### src/hdl/pna_pkg.sv
// Shared types, sizes and codes for the per-node average temperature alarm.
`timescale 1ns / 1ps

package pna_pkg;

  localparam int MAX_NODES  = 32;
  localparam int WINDOW     = 5;
  localparam int DATA_W     = 16;
  localparam int NODE_IW    = (MAX_NODES > 1) ? $clog2(MAX_NODES) : 1;
  localparam int NODE_CW    = $clog2(MAX_NODES + 1);
  localparam int CNT_W      = $clog2(WINDOW + 1);
  localparam int SLOT_W     = (WINDOW > 1) ? $clog2(WINDOW) : 1;
  localparam int RING_DEPTH = MAX_NODES * WINDOW;
  localparam int RING_AW    = (RING_DEPTH > 1) ? $clog2(RING_DEPTH) : 1;
  localparam int SUM_W      = DATA_W + CNT_W;
  localparam int MAG_W      = SUM_W - 1;
  localparam int BND_W      = SUM_W + 1;
  localparam int ITER_W     = $clog2(MAG_W + 1);
  localparam int CFG_IW     = 4;

  localparam logic [CFG_IW-1:0] REG_HOT_LIMIT  = CFG_IW'(0);
  localparam logic [CFG_IW-1:0] REG_COLD_LIMIT = CFG_IW'(1);

  localparam logic signed [DATA_W-1:0] HOT_RESET  = 16'sd300;
  localparam logic signed [DATA_W-1:0] COLD_RESET = 16'sd100;

  typedef enum logic [1:0] {
    EV_NONE = 2'd0,
    EV_HOT  = 2'd1,
    EV_COLD = 2'd2,
    EV_DROP = 2'd3
  } event_code_t;

  typedef struct packed {
    logic [DATA_W-1:0]        node_ident;
    logic signed [DATA_W-1:0] temp_tenths;
  } reading_t;

  typedef struct packed {
    event_code_t              event_code;
    logic [DATA_W-1:0]        event_node;
    logic signed [DATA_W-1:0] average_tenths;
  } alarm_t;

  typedef struct packed {
    logic hot;
    logic cold;
  } alarm_flags_t;

endpackage

### src/hdl/pna_div.sv
// Iterative signed divider: window sum over sample count, one quotient bit per cycle.
`timescale 1ns / 1ps

module pna_div (
  input  logic                               clk,
  input  logic                               rst,
  input  logic                               start,
  input  logic signed [pna_pkg::SUM_W-1:0]   dividend,
  input  logic [pna_pkg::CNT_W-1:0]          divisor,
  output logic                               done,
  output logic signed [pna_pkg::DATA_W-1:0]  quotient
);

  logic                              busy;
  logic [pna_pkg::ITER_W-1:0]        iter;
  logic [pna_pkg::MAG_W-1:0]         mag;
  logic [pna_pkg::CNT_W-1:0]         rem;
  logic [pna_pkg::CNT_W-1:0]         dsr;
  logic                              neg;
  logic [pna_pkg::CNT_W:0]           trial;
  logic                              qbit;
  logic [pna_pkg::SUM_W-1:0]         abs_in;

  assign abs_in = (dividend < 0) ? pna_pkg::SUM_W'(-dividend) : pna_pkg::SUM_W'(dividend);
  assign trial  = {rem, mag[pna_pkg::MAG_W-1]};
  assign qbit   = (trial >= {1'b0, dsr});

  always_ff @(posedge clk) begin
    if (rst) begin
      busy <= 1'b0;
      done <= 1'b0;
      iter <= '0;
    end else begin
      done <= 1'b0;
      if (start) begin
        busy <= 1'b1;
        iter <= pna_pkg::ITER_W'(pna_pkg::MAG_W);
      end else if (busy) begin
        iter <= iter - 1'b1;
        if (iter == pna_pkg::ITER_W'(1)) begin
          busy <= 1'b0;
          done <= 1'b1;
        end
      end
    end
  end

  always_ff @(posedge clk) begin
    if (start) begin
      mag <= abs_in[pna_pkg::MAG_W-1:0];
      neg <= (dividend < 0);
      dsr <= divisor;
      rem <= '0;
    end else if (busy) begin
      rem <= qbit ? pna_pkg::CNT_W'(trial - {1'b0, dsr}) : trial[pna_pkg::CNT_W-1:0];
      mag <= {mag[pna_pkg::MAG_W-2:0], qbit};
    end
  end

  assign quotient = neg ? pna_pkg::DATA_W'(-$signed({1'b0, mag}))
                        : pna_pkg::DATA_W'($signed({1'b0, mag}));

endmodule

### src/hdl/pna_alarm.sv
// Threshold decision: compares window sum with limit times count and updates alarm flags.
`timescale 1ns / 1ps

module pna_alarm (
  input  logic signed [pna_pkg::SUM_W-1:0]  sum,
  input  logic [pna_pkg::CNT_W-1:0]         cnt,
  input  logic signed [pna_pkg::DATA_W-1:0] hot_limit,
  input  logic signed [pna_pkg::DATA_W-1:0] cold_limit,
  input  pna_pkg::alarm_flags_t             flags,
  output pna_pkg::event_code_t              code,
  output pna_pkg::alarm_flags_t             flags_next
);

  logic signed [pna_pkg::BND_W-1:0] cnt_s;
  logic signed [pna_pkg::BND_W-1:0] hot_bound;
  logic signed [pna_pkg::BND_W-1:0] cold_bound;
  logic signed [pna_pkg::BND_W-1:0] sum_s;

  assign cnt_s      = $signed(pna_pkg::BND_W'(cnt));
  assign sum_s      = pna_pkg::BND_W'(sum);
  assign hot_bound  = pna_pkg::BND_W'(hot_limit) * cnt_s;
  assign cold_bound = pna_pkg::BND_W'(cold_limit) * cnt_s;

  always_comb begin
    code       = pna_pkg::EV_NONE;
    flags_next = flags;
    priority if (sum_s > hot_bound && !flags.hot) begin
      code            = pna_pkg::EV_HOT;
      flags_next.hot  = 1'b1;
      flags_next.cold = 1'b0;
    end else if (sum_s < cold_bound && !flags.cold) begin
      code            = pna_pkg::EV_COLD;
      flags_next.hot  = 1'b0;
      flags_next.cold = 1'b1;
    end else if (sum_s >= cold_bound && sum_s <= hot_bound) begin
      flags_next.hot  = 1'b0;
      flags_next.cold = 1'b0;
    end
  end

endmodule

### src/hdl/per_node_avg_temp_alarm.sv
// Top level: per-node moving average temperature alarm with search, sum and divide sequencer.
//
// Usage:
//   reading channel (reading_valid / reading_stall / reading) carries one
//   node id and temperature in tenths. An item is taken when valid is high
//   and stall is low; stall stays high while an item is in work.
//   alarm channel (alarm_valid / alarm_stall / alarm) returns exactly one
//   item per reading: event code, node id and truncated window average.
//   cfg channel (cfg_valid / cfg_ready / cfg_index / cfg_data) writes
//   hot_limit (index 0) and cold_limit (index 1); cfg_ready is always high.
// Per reading: node search scans the table one entry a cycle, then the
//   write state stores the sample, the sum state adds the window from the
//   sample memory, the bit-serial divider forms the average and the finish
//   state loads the result; one reading is in work at a time.
// Reset clears the node count, per-node state and the result valid and loads
//   the limits with 300 and 100. A stalled result holds in its register;
//   the next reading is taken meanwhile and waits to load until it drains.
`timescale 1ns / 1ps

module per_node_avg_temp_alarm (
  input  logic                             clk,
  input  logic                             rst,
  input  logic                             reading_valid,
  output logic                             reading_stall,
  input  pna_pkg::reading_t                reading,
  output logic                             alarm_valid,
  input  logic                             alarm_stall,
  output pna_pkg::alarm_t                  alarm,
  input  logic                             cfg_valid,
  output logic                             cfg_ready,
  input  logic [pna_pkg::CFG_IW-1:0]       cfg_index,
  input  logic [pna_pkg::DATA_W-1:0]       cfg_data
);

  typedef enum logic [5:0] {
    S_IDLE   = 6'b000001,
    S_SEARCH = 6'b000010,
    S_WRITE  = 6'b000100,
    S_SUM    = 6'b001000,
    S_DIV    = 6'b010000,
    S_FINISH = 6'b100000
  } state_t;

  state_t state;

  logic signed [pna_pkg::DATA_W-1:0] hot_limit;
  logic signed [pna_pkg::DATA_W-1:0] cold_limit;

  logic [pna_pkg::DATA_W-1:0]        node_table [pna_pkg::MAX_NODES];
  logic [pna_pkg::DATA_W-1:0]        table_q;
  logic signed [pna_pkg::DATA_W-1:0] sample_ring [pna_pkg::RING_DEPTH];
  logic signed [pna_pkg::DATA_W-1:0] ring_q;

  logic [pna_pkg::CNT_W-1:0]         fill_count [pna_pkg::MAX_NODES];
  logic [pna_pkg::SLOT_W-1:0]        write_slot [pna_pkg::MAX_NODES];
  pna_pkg::alarm_flags_t             flags      [pna_pkg::MAX_NODES];

  logic [pna_pkg::NODE_CW-1:0]       nodes_used;
  logic [pna_pkg::NODE_CW-1:0]       scan;
  logic                              cmp_pend;
  logic [pna_pkg::NODE_IW-1:0]       cmp_idx;
  logic [pna_pkg::NODE_IW-1:0]       node_idx;
  logic                              hit;

  pna_pkg::reading_t                 item;
  logic [pna_pkg::RING_AW-1:0]       ring_base;
  logic [pna_pkg::RING_AW-1:0]       base_next;
  logic [pna_pkg::CNT_W-1:0]         cnt;
  logic [pna_pkg::CNT_W-1:0]         fill_next;
  logic [pna_pkg::SLOT_W-1:0]        slot;
  logic [pna_pkg::SLOT_W-1:0]        slot_next;
  logic [pna_pkg::CNT_W-1:0]         k;
  logic                              sum_pend;
  logic signed [pna_pkg::SUM_W-1:0]  sum;
  logic                              sum_done;

  pna_pkg::event_code_t              res_code;
  logic signed [pna_pkg::DATA_W-1:0] res_avg;
  pna_pkg::event_code_t              alarm_code;
  pna_pkg::alarm_flags_t             flags_next;

  logic                              div_start;
  logic                              div_done;
  logic signed [pna_pkg::DATA_W-1:0] div_quo;
  logic                              out_free;

  assign reading_stall = (state != S_IDLE);
  assign cfg_ready     = 1'b1;

  assign hit       = cmp_pend && (table_q == item.node_ident);
  assign slot      = write_slot[node_idx];
  assign slot_next = (slot == pna_pkg::SLOT_W'(pna_pkg::WINDOW - 1)) ? '0 : slot + 1'b1;
  assign fill_next = (fill_count[node_idx] < pna_pkg::CNT_W'(pna_pkg::WINDOW))
                     ? fill_count[node_idx] + 1'b1 : fill_count[node_idx];
  assign base_next = pna_pkg::RING_AW'(node_idx * pna_pkg::WINDOW);
  assign sum_done  = (k == cnt) && !sum_pend;
  assign div_start = (state == S_SUM) && sum_done;
  assign out_free  = !alarm_valid || !alarm_stall;

  pna_alarm u_alarm (
    .sum        (sum),
    .cnt        (cnt),
    .hot_limit  (hot_limit),
    .cold_limit (cold_limit),
    .flags      (flags[node_idx]),
    .code       (alarm_code),
    .flags_next (flags_next)
  );

  pna_div u_div (
    .clk      (clk),
    .rst      (rst),
    .start    (div_start),
    .dividend (sum),
    .divisor  (cnt),
    .done     (div_done),
    .quotient (div_quo)
  );

  always_ff @(posedge clk) begin
    if (rst) begin
      hot_limit  <= pna_pkg::HOT_RESET;
      cold_limit <= pna_pkg::COLD_RESET;
    end else if (cfg_valid && cfg_ready) begin
      if (cfg_index == pna_pkg::REG_HOT_LIMIT) begin
        hot_limit <= $signed(cfg_data);
      end else if (cfg_index == pna_pkg::REG_COLD_LIMIT) begin
        cold_limit <= $signed(cfg_data);
      end
    end
  end

  always_ff @(posedge clk) begin
    table_q <= node_table[scan[pna_pkg::NODE_IW-1:0]];
    if (state == S_SEARCH && !hit && scan == nodes_used &&
        nodes_used != pna_pkg::NODE_CW'(pna_pkg::MAX_NODES)) begin
      node_table[nodes_used[pna_pkg::NODE_IW-1:0]] <= item.node_ident;
    end
  end

  always_ff @(posedge clk) begin
    ring_q <= sample_ring[ring_base + pna_pkg::RING_AW'(k)];
    if (state == S_WRITE) begin
      sample_ring[base_next + pna_pkg::RING_AW'(slot)] <= item.temp_tenths;
    end
  end

  always_ff @(posedge clk) begin
    if (rst) begin
      state       <= S_IDLE;
      nodes_used  <= '0;
      cmp_pend    <= 1'b0;
      sum_pend    <= 1'b0;
      alarm_valid <= 1'b0;
      for (int i = 0; i < pna_pkg::MAX_NODES; i++) begin
        fill_count[i] <= '0;
        write_slot[i] <= '0;
        flags[i]      <= '0;
      end
    end else begin
      if (state == S_FINISH && out_free) begin
        alarm_valid <= 1'b1;
      end else if (!alarm_stall) begin
        alarm_valid <= 1'b0;
      end
      unique case (state)
        S_IDLE: begin
          if (reading_valid) begin
            item     <= reading;
            scan     <= '0;
            cmp_pend <= 1'b0;
            state    <= S_SEARCH;
          end
        end
        S_SEARCH: begin
          if (hit) begin
            node_idx <= cmp_idx;
            cmp_pend <= 1'b0;
            state    <= S_WRITE;
          end else if (scan == nodes_used) begin
            cmp_pend <= 1'b0;
            if (nodes_used == pna_pkg::NODE_CW'(pna_pkg::MAX_NODES)) begin
              res_code <= pna_pkg::EV_DROP;
              res_avg  <= '0;
              state    <= S_FINISH;
            end else begin
              node_idx <= nodes_used[pna_pkg::NODE_IW-1:0];
              fill_count[nodes_used[pna_pkg::NODE_IW-1:0]] <= '0;
              write_slot[nodes_used[pna_pkg::NODE_IW-1:0]] <= '0;
              flags[nodes_used[pna_pkg::NODE_IW-1:0]]      <= '0;
              nodes_used <= nodes_used + 1'b1;
              state      <= S_WRITE;
            end
          end else begin
            cmp_pend <= 1'b1;
            cmp_idx  <= scan[pna_pkg::NODE_IW-1:0];
            scan     <= scan + 1'b1;
          end
        end
        S_WRITE: begin
          ring_base            <= base_next;
          write_slot[node_idx] <= slot_next;
          fill_count[node_idx] <= fill_next;
          cnt                  <= fill_next;
          k                    <= '0;
          sum_pend             <= 1'b0;
          sum                  <= '0;
          state                <= S_SUM;
        end
        S_SUM: begin
          if (sum_pend) begin
            sum <= sum + pna_pkg::SUM_W'(ring_q);
          end
          if (k != cnt) begin
            sum_pend <= 1'b1;
            k        <= k + 1'b1;
          end else begin
            sum_pend <= 1'b0;
            if (!sum_pend) begin
              res_code        <= alarm_code;
              flags[node_idx] <= flags_next;
              state           <= S_DIV;
            end
          end
        end
        S_DIV: begin
          if (div_done) begin
            res_avg <= div_quo;
            state   <= S_FINISH;
          end
        end
        S_FINISH: begin
          if (out_free) begin
            alarm.event_code     <= res_code;
            alarm.event_node     <= item.node_ident;
            alarm.average_tenths <= res_avg;
            state                <= S_IDLE;
          end
        end
        default: begin
          state <= S_IDLE;
        end
      endcase
    end
  end

endmodule
### config.mk
export PLATFORM = sky130hd
export DESIGN_NAME = per_node_avg_temp_alarm
export DESIGN_NICKNAME = d
export VERILOG_FILES = /design/src/hdl/pna_pkg.sv /design/src/hdl/pna_div.sv /design/src/hdl/pna_alarm.sv /design/src/hdl/per_node_avg_temp_alarm.sv
export SDC_FILE = /design/constraint.sdc
export NUM_CORES = 2
export LEC_CHECK = 0
export ABC_AREA = 0
export BUFFER_PORTS_ARGS = -buffer_cell sky130_fd_sc_hd__buf_2
export CORE_ASPECT_RATIO = 0.9
export CORE_UTILIZATION = 60
export CTS_BUF_LIST = sky130_fd_sc_hd__clkbuf_4 sky130_fd_sc_hd__clkbuf_8
export CTS_CLUSTER_SIZE = 12
export DETAILED_ROUTE_END_ITERATION = 6
export HOLD_SLACK_MARGIN = 0.12
export PLACE_DENSITY_LB_ADDON = 0.25
export SLEW_MARGIN = 20
export SYNTH_ARGS = -nofsm -noshare
export SYNTH_HDL_FRONTEND = slang
export SYNTH_SLANG_ARGS = --single-unit
### constraint.sdc
create_clock -name clk -period 6.77 [get_ports clk]
set_clock_uncertainty 0.2 [all_clocks]
set_input_delay 0 -clock clk [delete_from_list [all_inputs] [get_ports clk]]
set_output_delay 0 -clock clk [all_outputs]
set_load 0.01 [all_outputs]
Word level (Yosys, flattened, before mapping)

Memory sizes are Yosys's and may differ from the RTL's. A register that Yosys moved wholly into a read port is not among the register bits.
Index checks and enable logic that the tools add are counted.

Bitwise logic cells: 6
Div/mod/pow operators: 0
$add $sub $neg: 12
Multiply operators: 3
Shift-type cells: 0
Eq/ne operators: 30
Muxes and demuxes: 97
Magnitude comparators: 7
Reduce and logical (&&, ||, !) cells: 47

Operators with widths:

| kind                                                | number |
|---|---|
| 2-to-1 mux 16 bit                                   | 5 |
| 2-to-1 mux 5 bit                                    | 14 |
| 2-to-1 mux 6 bit                                    | 11 |
| 2-to-1 mux 18 bit                                   | 3 |
| multiplier 16 x 4 -> 20 bit                         | 2 |
| case mux 19 bit (2 select lines)                    | 1 |
| case mux 6 bit (6 select lines)                     | 1 |
| 2-to-1 mux 1 bit                                    | 35 |
| case mux 16 bit (2 select lines)                    | 1 |
| 2-to-1 mux 2 bit                                    | 12 |
| 2-to-1 mux 3 bit                                    | 8 |
| >= comparator 19 x 20 -> 1 bit                      | 1 |
| > comparator 19 x 20 -> 1 bit                       | 1 |
| less-or-equal comparator 19 x 20 -> 1 bit           | 1 |
| < comparator 19 x 20 -> 1 bit                       | 1 |
| adder 19 x 16 -> 19 bit                             | 1 |
| < comparator 19 x 1 -> 1 bit, second input constant | 1 |
| 2-to-1 mux 19 bit                                   | 1 |
| negation 18 bit                                     | 1 |
| adder 8 x 3 -> 8 bit                                | 2 |
| equality test 16 bit                                | 1 |
| inequality test 2 bit, second input constant        | 8 |
| negation 16 bit                                     | 1 |
| AND reduction 3 bit                                 | 5 |
| other kinds (40)                                    | 84 |

Latch bits: 0
Register bits after elaboration: 212
Bits in read-only memories: 0
Input port bits: 57
Memories kept: 5
RAM bits: 3328
Word-level logic and storage cells: 236

Memories:

| name        | words | width | rd ports | clocked after memory_dff | wr ports | line                          | text |
|---|---|---|---|---|---|---|---|
| sample_ring | 160   | 16    | 1        | 1                        | 1        | per_node_avg_temp_alarm.sv:51 | `logic signed [pna_pkg::DATA_W-1:0] sample_ring [pna_pkg::RING_DEPTH];` |
| node_table  | 32    | 16    | 1        | 1                        | 1        | per_node_avg_temp_alarm.sv:49 | `logic [pna_pkg::DATA_W-1:0] node_table [pna_pkg::MAX_NODES];` |
| fill_count  | 32    | 3     | 1        | 1                        | 32       | per_node_avg_temp_alarm.sv:54 | `logic [pna_pkg::CNT_W-1:0] fill_count [pna_pkg::MAX_NODES];` |
| write_slot  | 32    | 3     | 1        | 1                        | 32       | per_node_avg_temp_alarm.sv:55 | `logic [pna_pkg::SLOT_W-1:0] write_slot [pna_pkg::MAX_NODES];` |
| flags       | 32    | 2     | 1        | 1                        | 32       | per_node_avg_temp_alarm.sv:56 | `pna_pkg::alarm_flags_t flags [pna_pkg::MAX_NODES];` |

Depth between registers and ports, before layout

Depth in word-level cells: 10
Depth in mapped cells: 24

Cells and area by module

Synthesis repeated with hierarchy kept, for this count alone.

Cell total of the unflattened synthesis: 7121
Area total of the unflattened synthesis: 144751.3 sq um

By module, submodules not included:

| module                  | times used | area each (sq um) | cells each |
|---|---|---|---|
| per_node_avg_temp_alarm | 1          | 138069.9          | 6310 |
| pna_alarm               | 1          | 4530.6            | 589 |
| pna_div                 | 1          | 2150.8            | 222 |

Worst setup path before layout

OpenSTA, ideal clock, no wires.

Path kind: flip-flop to flip-flop
From: reg cnt[2] in the netlist's numbering
To: mem flags[11][0] in the netlist's numbering (data pin)
Setup time: 275 ps
Data required time: 6295 ps
Clock period less this slack: 6122 ps
Stages on the path, launching flop included: 23
Arrival: 5647 ps
Buffers on the path: 1
Path slack: 648 ps
Cells stage by stage: edfxtp_1 > clkbuf_1 > and2_1 > ha_1 > ha_1 > ha_1 > fa_1 > a21oi_1 > nor2b_1 > o31a_1 > o41ai_1 > o211a_1 > a31oi_1 > nor4b_1 > nor3_1 > ha_1 > nand4_1 > or4_1 > a21oi_1 > a2111oi_1 > a211o_1 > o221ai_1 > nor2_1

RTL lines:

| element                | line                           | text |
|---|---|---|
| start, declared        | per_node_avg_temp_alarm.sv:68  | `logic [pna_pkg::CNT_W-1:0] cnt;` |
| start signal, assigned | per_node_avg_temp_alarm.sv:204 | `cnt <= fill_next;` |
| end, declared          | per_node_avg_temp_alarm.sv:56  |  |

==> results.md <==
| Item | Reported |
|---|---|
| Result of the run | complete, no violations |
| Startpoint of the most critical hold path | res_avg[2]$_SDFFCE_PN0P_ |
| Power Dens Cells | 261 nW/um^2 |
| Die Height | 468 um |
| Final routed wire length divided by cell count | 28.9 um |
| Fmax achieved | 154 MHz |
| Number of max-cap violations | 0 |
| DIE AREA | 243000 sq um |
| Root buffer cell | sky130_fd_sc_hd__clkbuf_8 |
| Antenna violations before repair | 12 |
| Data required, critical path | 7.27 ns |
| Summed negative setup slack over all endpoints | 0 ns |
| IO Port Bufs | 92 |
| Global-route total usage across every layer | 28.1% |
| Clock tree from TritonCTS | done |
| Cell Int Power | 33.8 mW |
| CP arrival | 7.02 ns |
| Relative slew slack | 22.1% |
| Number of global-route vias before repair | 75412 |
| Layout Area Growth over Synthesis | 12.9% |
| Ys flop type | sky130_fd_sc_hd__edfxtp_1 |
| Std-Cell Core Area | 239000 sq um |
| Clock Path Buffers | 4 |
| Static leakage | 53.4 nW |
| Number of register bits inferred by synthesis | 3577 |
| Routed Antenna Nets | 0 |
| Final number of max-transition violations | 0 |
| Worst reg2reg path startpoint | cnt[2]$_DFFE_PP_ |
| FILL cells | 14771 |
| Combinational fraction of design power | 2.4% |
| Switching power | 8.89 mW |
| Global-route wire length before repair | 496000 um |
| Type of the setup path with the least slack | flip-flop to flip-flop |
| Starting Density | 60.5% |
| Total number of placement rows | 170 |
| Post-synthesis net count | 7505 |
| Setup slack, reg-to-reg | 0.26 ns |
| FFs w/ async S/R, synth | 0% |
| Sequential cell fraction of total power | 57.2% |
| Critical path origin | cnt[2]$_DFFE_PP_ |
| Portion of total power attributed to the clock network | 40.4% |
| Setup crit end kind | flip-flop |
| Number of DRC violations after detailed routing | 0 |
| Horizontal die dimension | 520 um |
| Clock slew at reported path FFs | 0.06 ns |
| Top cell type by total area after synthesis | sky130_fd_sc_hd__edfxtp_1 |
| Grt total ovfl | 0 |
| Worst-case vdd ir drop | 0.204 mV |
| Top-area cell type share of the netlist area | 72.3% |
| Biggest fanout along the worst timing path | 28 |
| DRT iter0 DRCs | 9224 |
| Distinct cell type count after synthesis | 80 |
| Worst setup slack after placement | -0.0453 ns |
| Count of final setup violators | 0 |
| Unrepaired setup endpoints after global routing | yes |
| Worst-Skew Late Latency | 1.02 ns |
| Post-synth EDFFs | 3483 |
| Ys Warns | 0 |
| Worst-case hold slack | 0.212 ns |
| Via total after detailed routing | 74984 |
| Critical path startpoint category | flip-flop |
| First-pass iteration count of the detailed router | 6 |
| Sw Share | 20.8% |
| Proportion of layout cells with a drive suffix above 1 | 28.6% |
| Commonest non-fill, non-tap cell in the layout | sky130_fd_sc_hd__edfxtp_1 |
| Worst min-delay path class | flip-flop to flip-flop |
| Clock sink count | 3577 |
| Synthesized netlist cell count | 7251 |
| Number of clock buffers inserted by TritonCTS | 552 |
| Routability-driven placement congestion ratio | 0.952 |
| Count of nets after finishing | 8373 |
| Slack of the critical path | 0.258 ns |
| Number of hold violations in the final report | 0 |
| Least-Margin Pin Slew | 1.17 ns |
| Minimum period implied by the final worst setup slack | 6.51 ns |
| Seq/Total Area, Yosys | 73.6% |
| Largest net degree at the start of global routing | 161 |
| Total detailed-routing wirelength | 339000 um |
| Estimated wirelength of the detail-placed design | 199000 um |
| Post-layout power | 42.6 mW |
| Syn Area/Cell | 20.0 sq um |
| Netlist area before placement | 145000 sq um |
| Leading cell types in the layout, fill and taps excluded | sky130_fd_sc_hd__edfxtp_1, sky130_fd_sc_hd__mux4_2, sky130_fd_sc_hd__nor2_1 |
| Leading cell types by total area after synthesis | sky130_fd_sc_hd__edfxtp_1, sky130_fd_sc_hd__mux4_2, sky130_fd_sc_hd__nor2_1, sky130_fd_sc_hd__ha_1, sky130_fd_sc_hd__dfxtp_1 |
| Via count normalized by instance count | 6.40 |
| Number of H-tree levels | 6 |
| Io pins | 94 |
| Final period util | 96.2% |
## power groups by stage
stage                     clock [mW]  combinational (mW)  sequential [mW]
after floorplan                    0               0.455             25.0
after global placement             0               0.902             24.9
after detailed placement           0               0.940             24.9
after CTS                       17.4                1.01             24.4
after global routing            18.4                1.10             24.4
final                           17.2                1.04             24.4
## per-layer routing
layer / vias up / track usage [%] / part of all wire (%)
met2: 4153 / 43.8 / 48
met4: 12 / 9.61 / 3.3
met3: 645 / 6.06 / 10
li1: 31227 / - / -
met5: - / 0 / 0.025
met1: 38947 / 40.2 / 39
## layout make-up
| class | count | area (sq um) | share of cell area [%] |
|---|---|---|---|
| sequential | 3577 | 106000 | 65.2 |
| multi-input combinational | 3180 | 36200 | 22.2 |
| clock buffer | 766 | 9300 | 5.69 |
| timing repair buffer | 668 | 5640 | 3.46 |
| tap | 3182 | 3980 | 2.44 |
| clock inverter | 200 | 1140 | 0.696 |
| inverter | 140 | 526 | 0.322 |
| antenna | 7 | 17.5 | 0.0107 |
## per-stage QoR
step	std cells	util, %	area, sq um
after global routing	11716	68.3	163000
after global placement	10559	63.1	151000
after detailed placement	10559	63.1	151000
final	11720	68.3	163000
after CTS	11707	68.2	163000
after floorplan	7251	-	145000
## path summary, 6_finish.rpt
kind,depth (start not counted),to
setup / recovery,23,flags[29][1]$_SDFFCE_PN0P_
hold reg to reg,0,alarm[2]$_DFFE_PP_
setup reg to reg,23,flags[29][1]$_SDFFCE_PN0P_
hold / removal,0,alarm[2]$_DFFE_PP_
## Yosys cell counts, types with 5 or more instances
cell type / n
sky130_fd_sc_hd__inv_1: 139
sky130_fd_sc_hd__a211o_1: 5
sky130_fd_sc_hd__or3_1: 11
sky130_fd_sc_hd__o22ai_1: 33
sky130_fd_sc_hd__edfxtp_1: 3483
sky130_fd_sc_hd__nor3_1: 49
sky130_fd_sc_hd__fa_1: 37
sky130_fd_sc_hd__a21oi_1: 103
sky130_fd_sc_hd__xnor2_1: 46
sky130_fd_sc_hd__and2_1: 87
sky130_fd_sc_hd__o41ai_1: 8
sky130_fd_sc_hd__o21ai_0: 65
sky130_fd_sc_hd__a31oi_1: 22
sky130_fd_sc_hd__o211ai_1: 7
sky130_fd_sc_hd__nor3b_1: 7
sky130_fd_sc_hd__a221oi_1: 14
sky130_fd_sc_hd__or2_2: 10
sky130_fd_sc_hd__xor2_1: 83
sky130_fd_sc_hd__ha_1: 160
sky130_fd_sc_hd__o21bai_1: 23
sky130_fd_sc_hd__nand2_1: 319
sky130_fd_sc_hd__nand2b_1: 53
sky130_fd_sc_hd__a211oi_1: 25
sky130_fd_sc_hd__mux4_2: 990
sky130_fd_sc_hd__buf_2: 77
sky130_fd_sc_hd__dfxtp_1: 94
sky130_fd_sc_hd__buf_4: 26
sky130_fd_sc_hd__and3_1: 9
sky130_fd_sc_hd__or4_1: 7
sky130_fd_sc_hd__a21o_1: 34
sky130_fd_sc_hd__nand4_1: 30
sky130_fd_sc_hd__o21a_1: 14
sky130_fd_sc_hd__nor2_1: 636
sky130_fd_sc_hd__mux2i_1: 59
sky130_fd_sc_hd__mux2_2: 46
sky130_fd_sc_hd__buf_6: 15
sky130_fd_sc_hd__clkbuf_1: 192
sky130_fd_sc_hd__buf_1: 44
sky130_fd_sc_hd__o22a_1: 15
sky130_fd_sc_hd__nor2b_1: 17
sky130_fd_sc_hd__nand3b_1: 14
sky130_fd_sc_hd__o31ai_1: 13
sky130_fd_sc_hd__nor4_1: 11
sky130_fd_sc_hd__nand3_1: 57
## worst max-delay path, cell delays in order (launching register included)
cell	delay, ns
sky130_fd_sc_hd__edfxtp_1	0.47
sky130_fd_sc_hd__buf_4	0.27
sky130_fd_sc_hd__and2_1	0.21
sky130_fd_sc_hd__ha_1	0.30
sky130_fd_sc_hd__ha_1	0.30
sky130_fd_sc_hd__ha_1	0.23
sky130_fd_sc_hd__fa_1	0.49
sky130_fd_sc_hd__a211oi_1	0.24
sky130_fd_sc_hd__o21ai_0	0.15
sky130_fd_sc_hd__a221oi_2	0.31
sky130_fd_sc_hd__a2111oi_1	0.18
sky130_fd_sc_hd__o21a_1	0.21
sky130_fd_sc_hd__o21a_1	0.19
sky130_fd_sc_hd__o41ai_1	0.31
sky130_fd_sc_hd__xor2_1	0.21
sky130_fd_sc_hd__ha_1	0.29
sky130_fd_sc_hd__a21o_1	0.17
sky130_fd_sc_hd__a21oi_1	0.15
sky130_fd_sc_hd__o41ai_1	0.10
sky130_fd_sc_hd__a21oi_1	0.28
sky130_fd_sc_hd__a21o_1	0.28
sky130_fd_sc_hd__a21oi_4	0.11
sky130_fd_sc_hd__o211ai_2	0.46
sky130_fd_sc_hd__nor2_1	0.09
## registers in the layout, indices dropped and copies added (netlist names), 18 cells and up, named ones only
| name | cells |
|---|---|
| sample_ring | 2560 |
| flags | 64 |
| write_slot | 96 |
| alarm | 34 |
| u_div.mag | 18 |
| fill_count | 96 |
| item | 32 |
| sum | 19 |
| node_table | 512 |
## cell families (layout without fill, tap and decap cells)
logic type      count (synthesis)  in the layout  share of synthesized area, %
simple gates                 1339           1339                          4.12
mux                          1096           1096                          16.2
xor+xnor                      129            129                         0.781
flops                        3577           3577                          73.6
fa+ha+maj                     197            197                          1.90
buf+inv                       494           1774                          1.49
other cells                     1              8                       0.00259
compound gates                418            418                          1.94
## what timing repair did
| action | in CTS | in global routing |
|---|---|---|
| gates resized for setup | 3 | 9 |
| setup buffers | 1 | 1 |
| hold buffers | 181 | 0 |
| pin swaps | 1 | 1 |
| hold endpoints to repair | 562 | 0 |
| endpoints found under the setup margin | 22 | 64 |
Note: power is estimated with default switching activity, not from simulation.
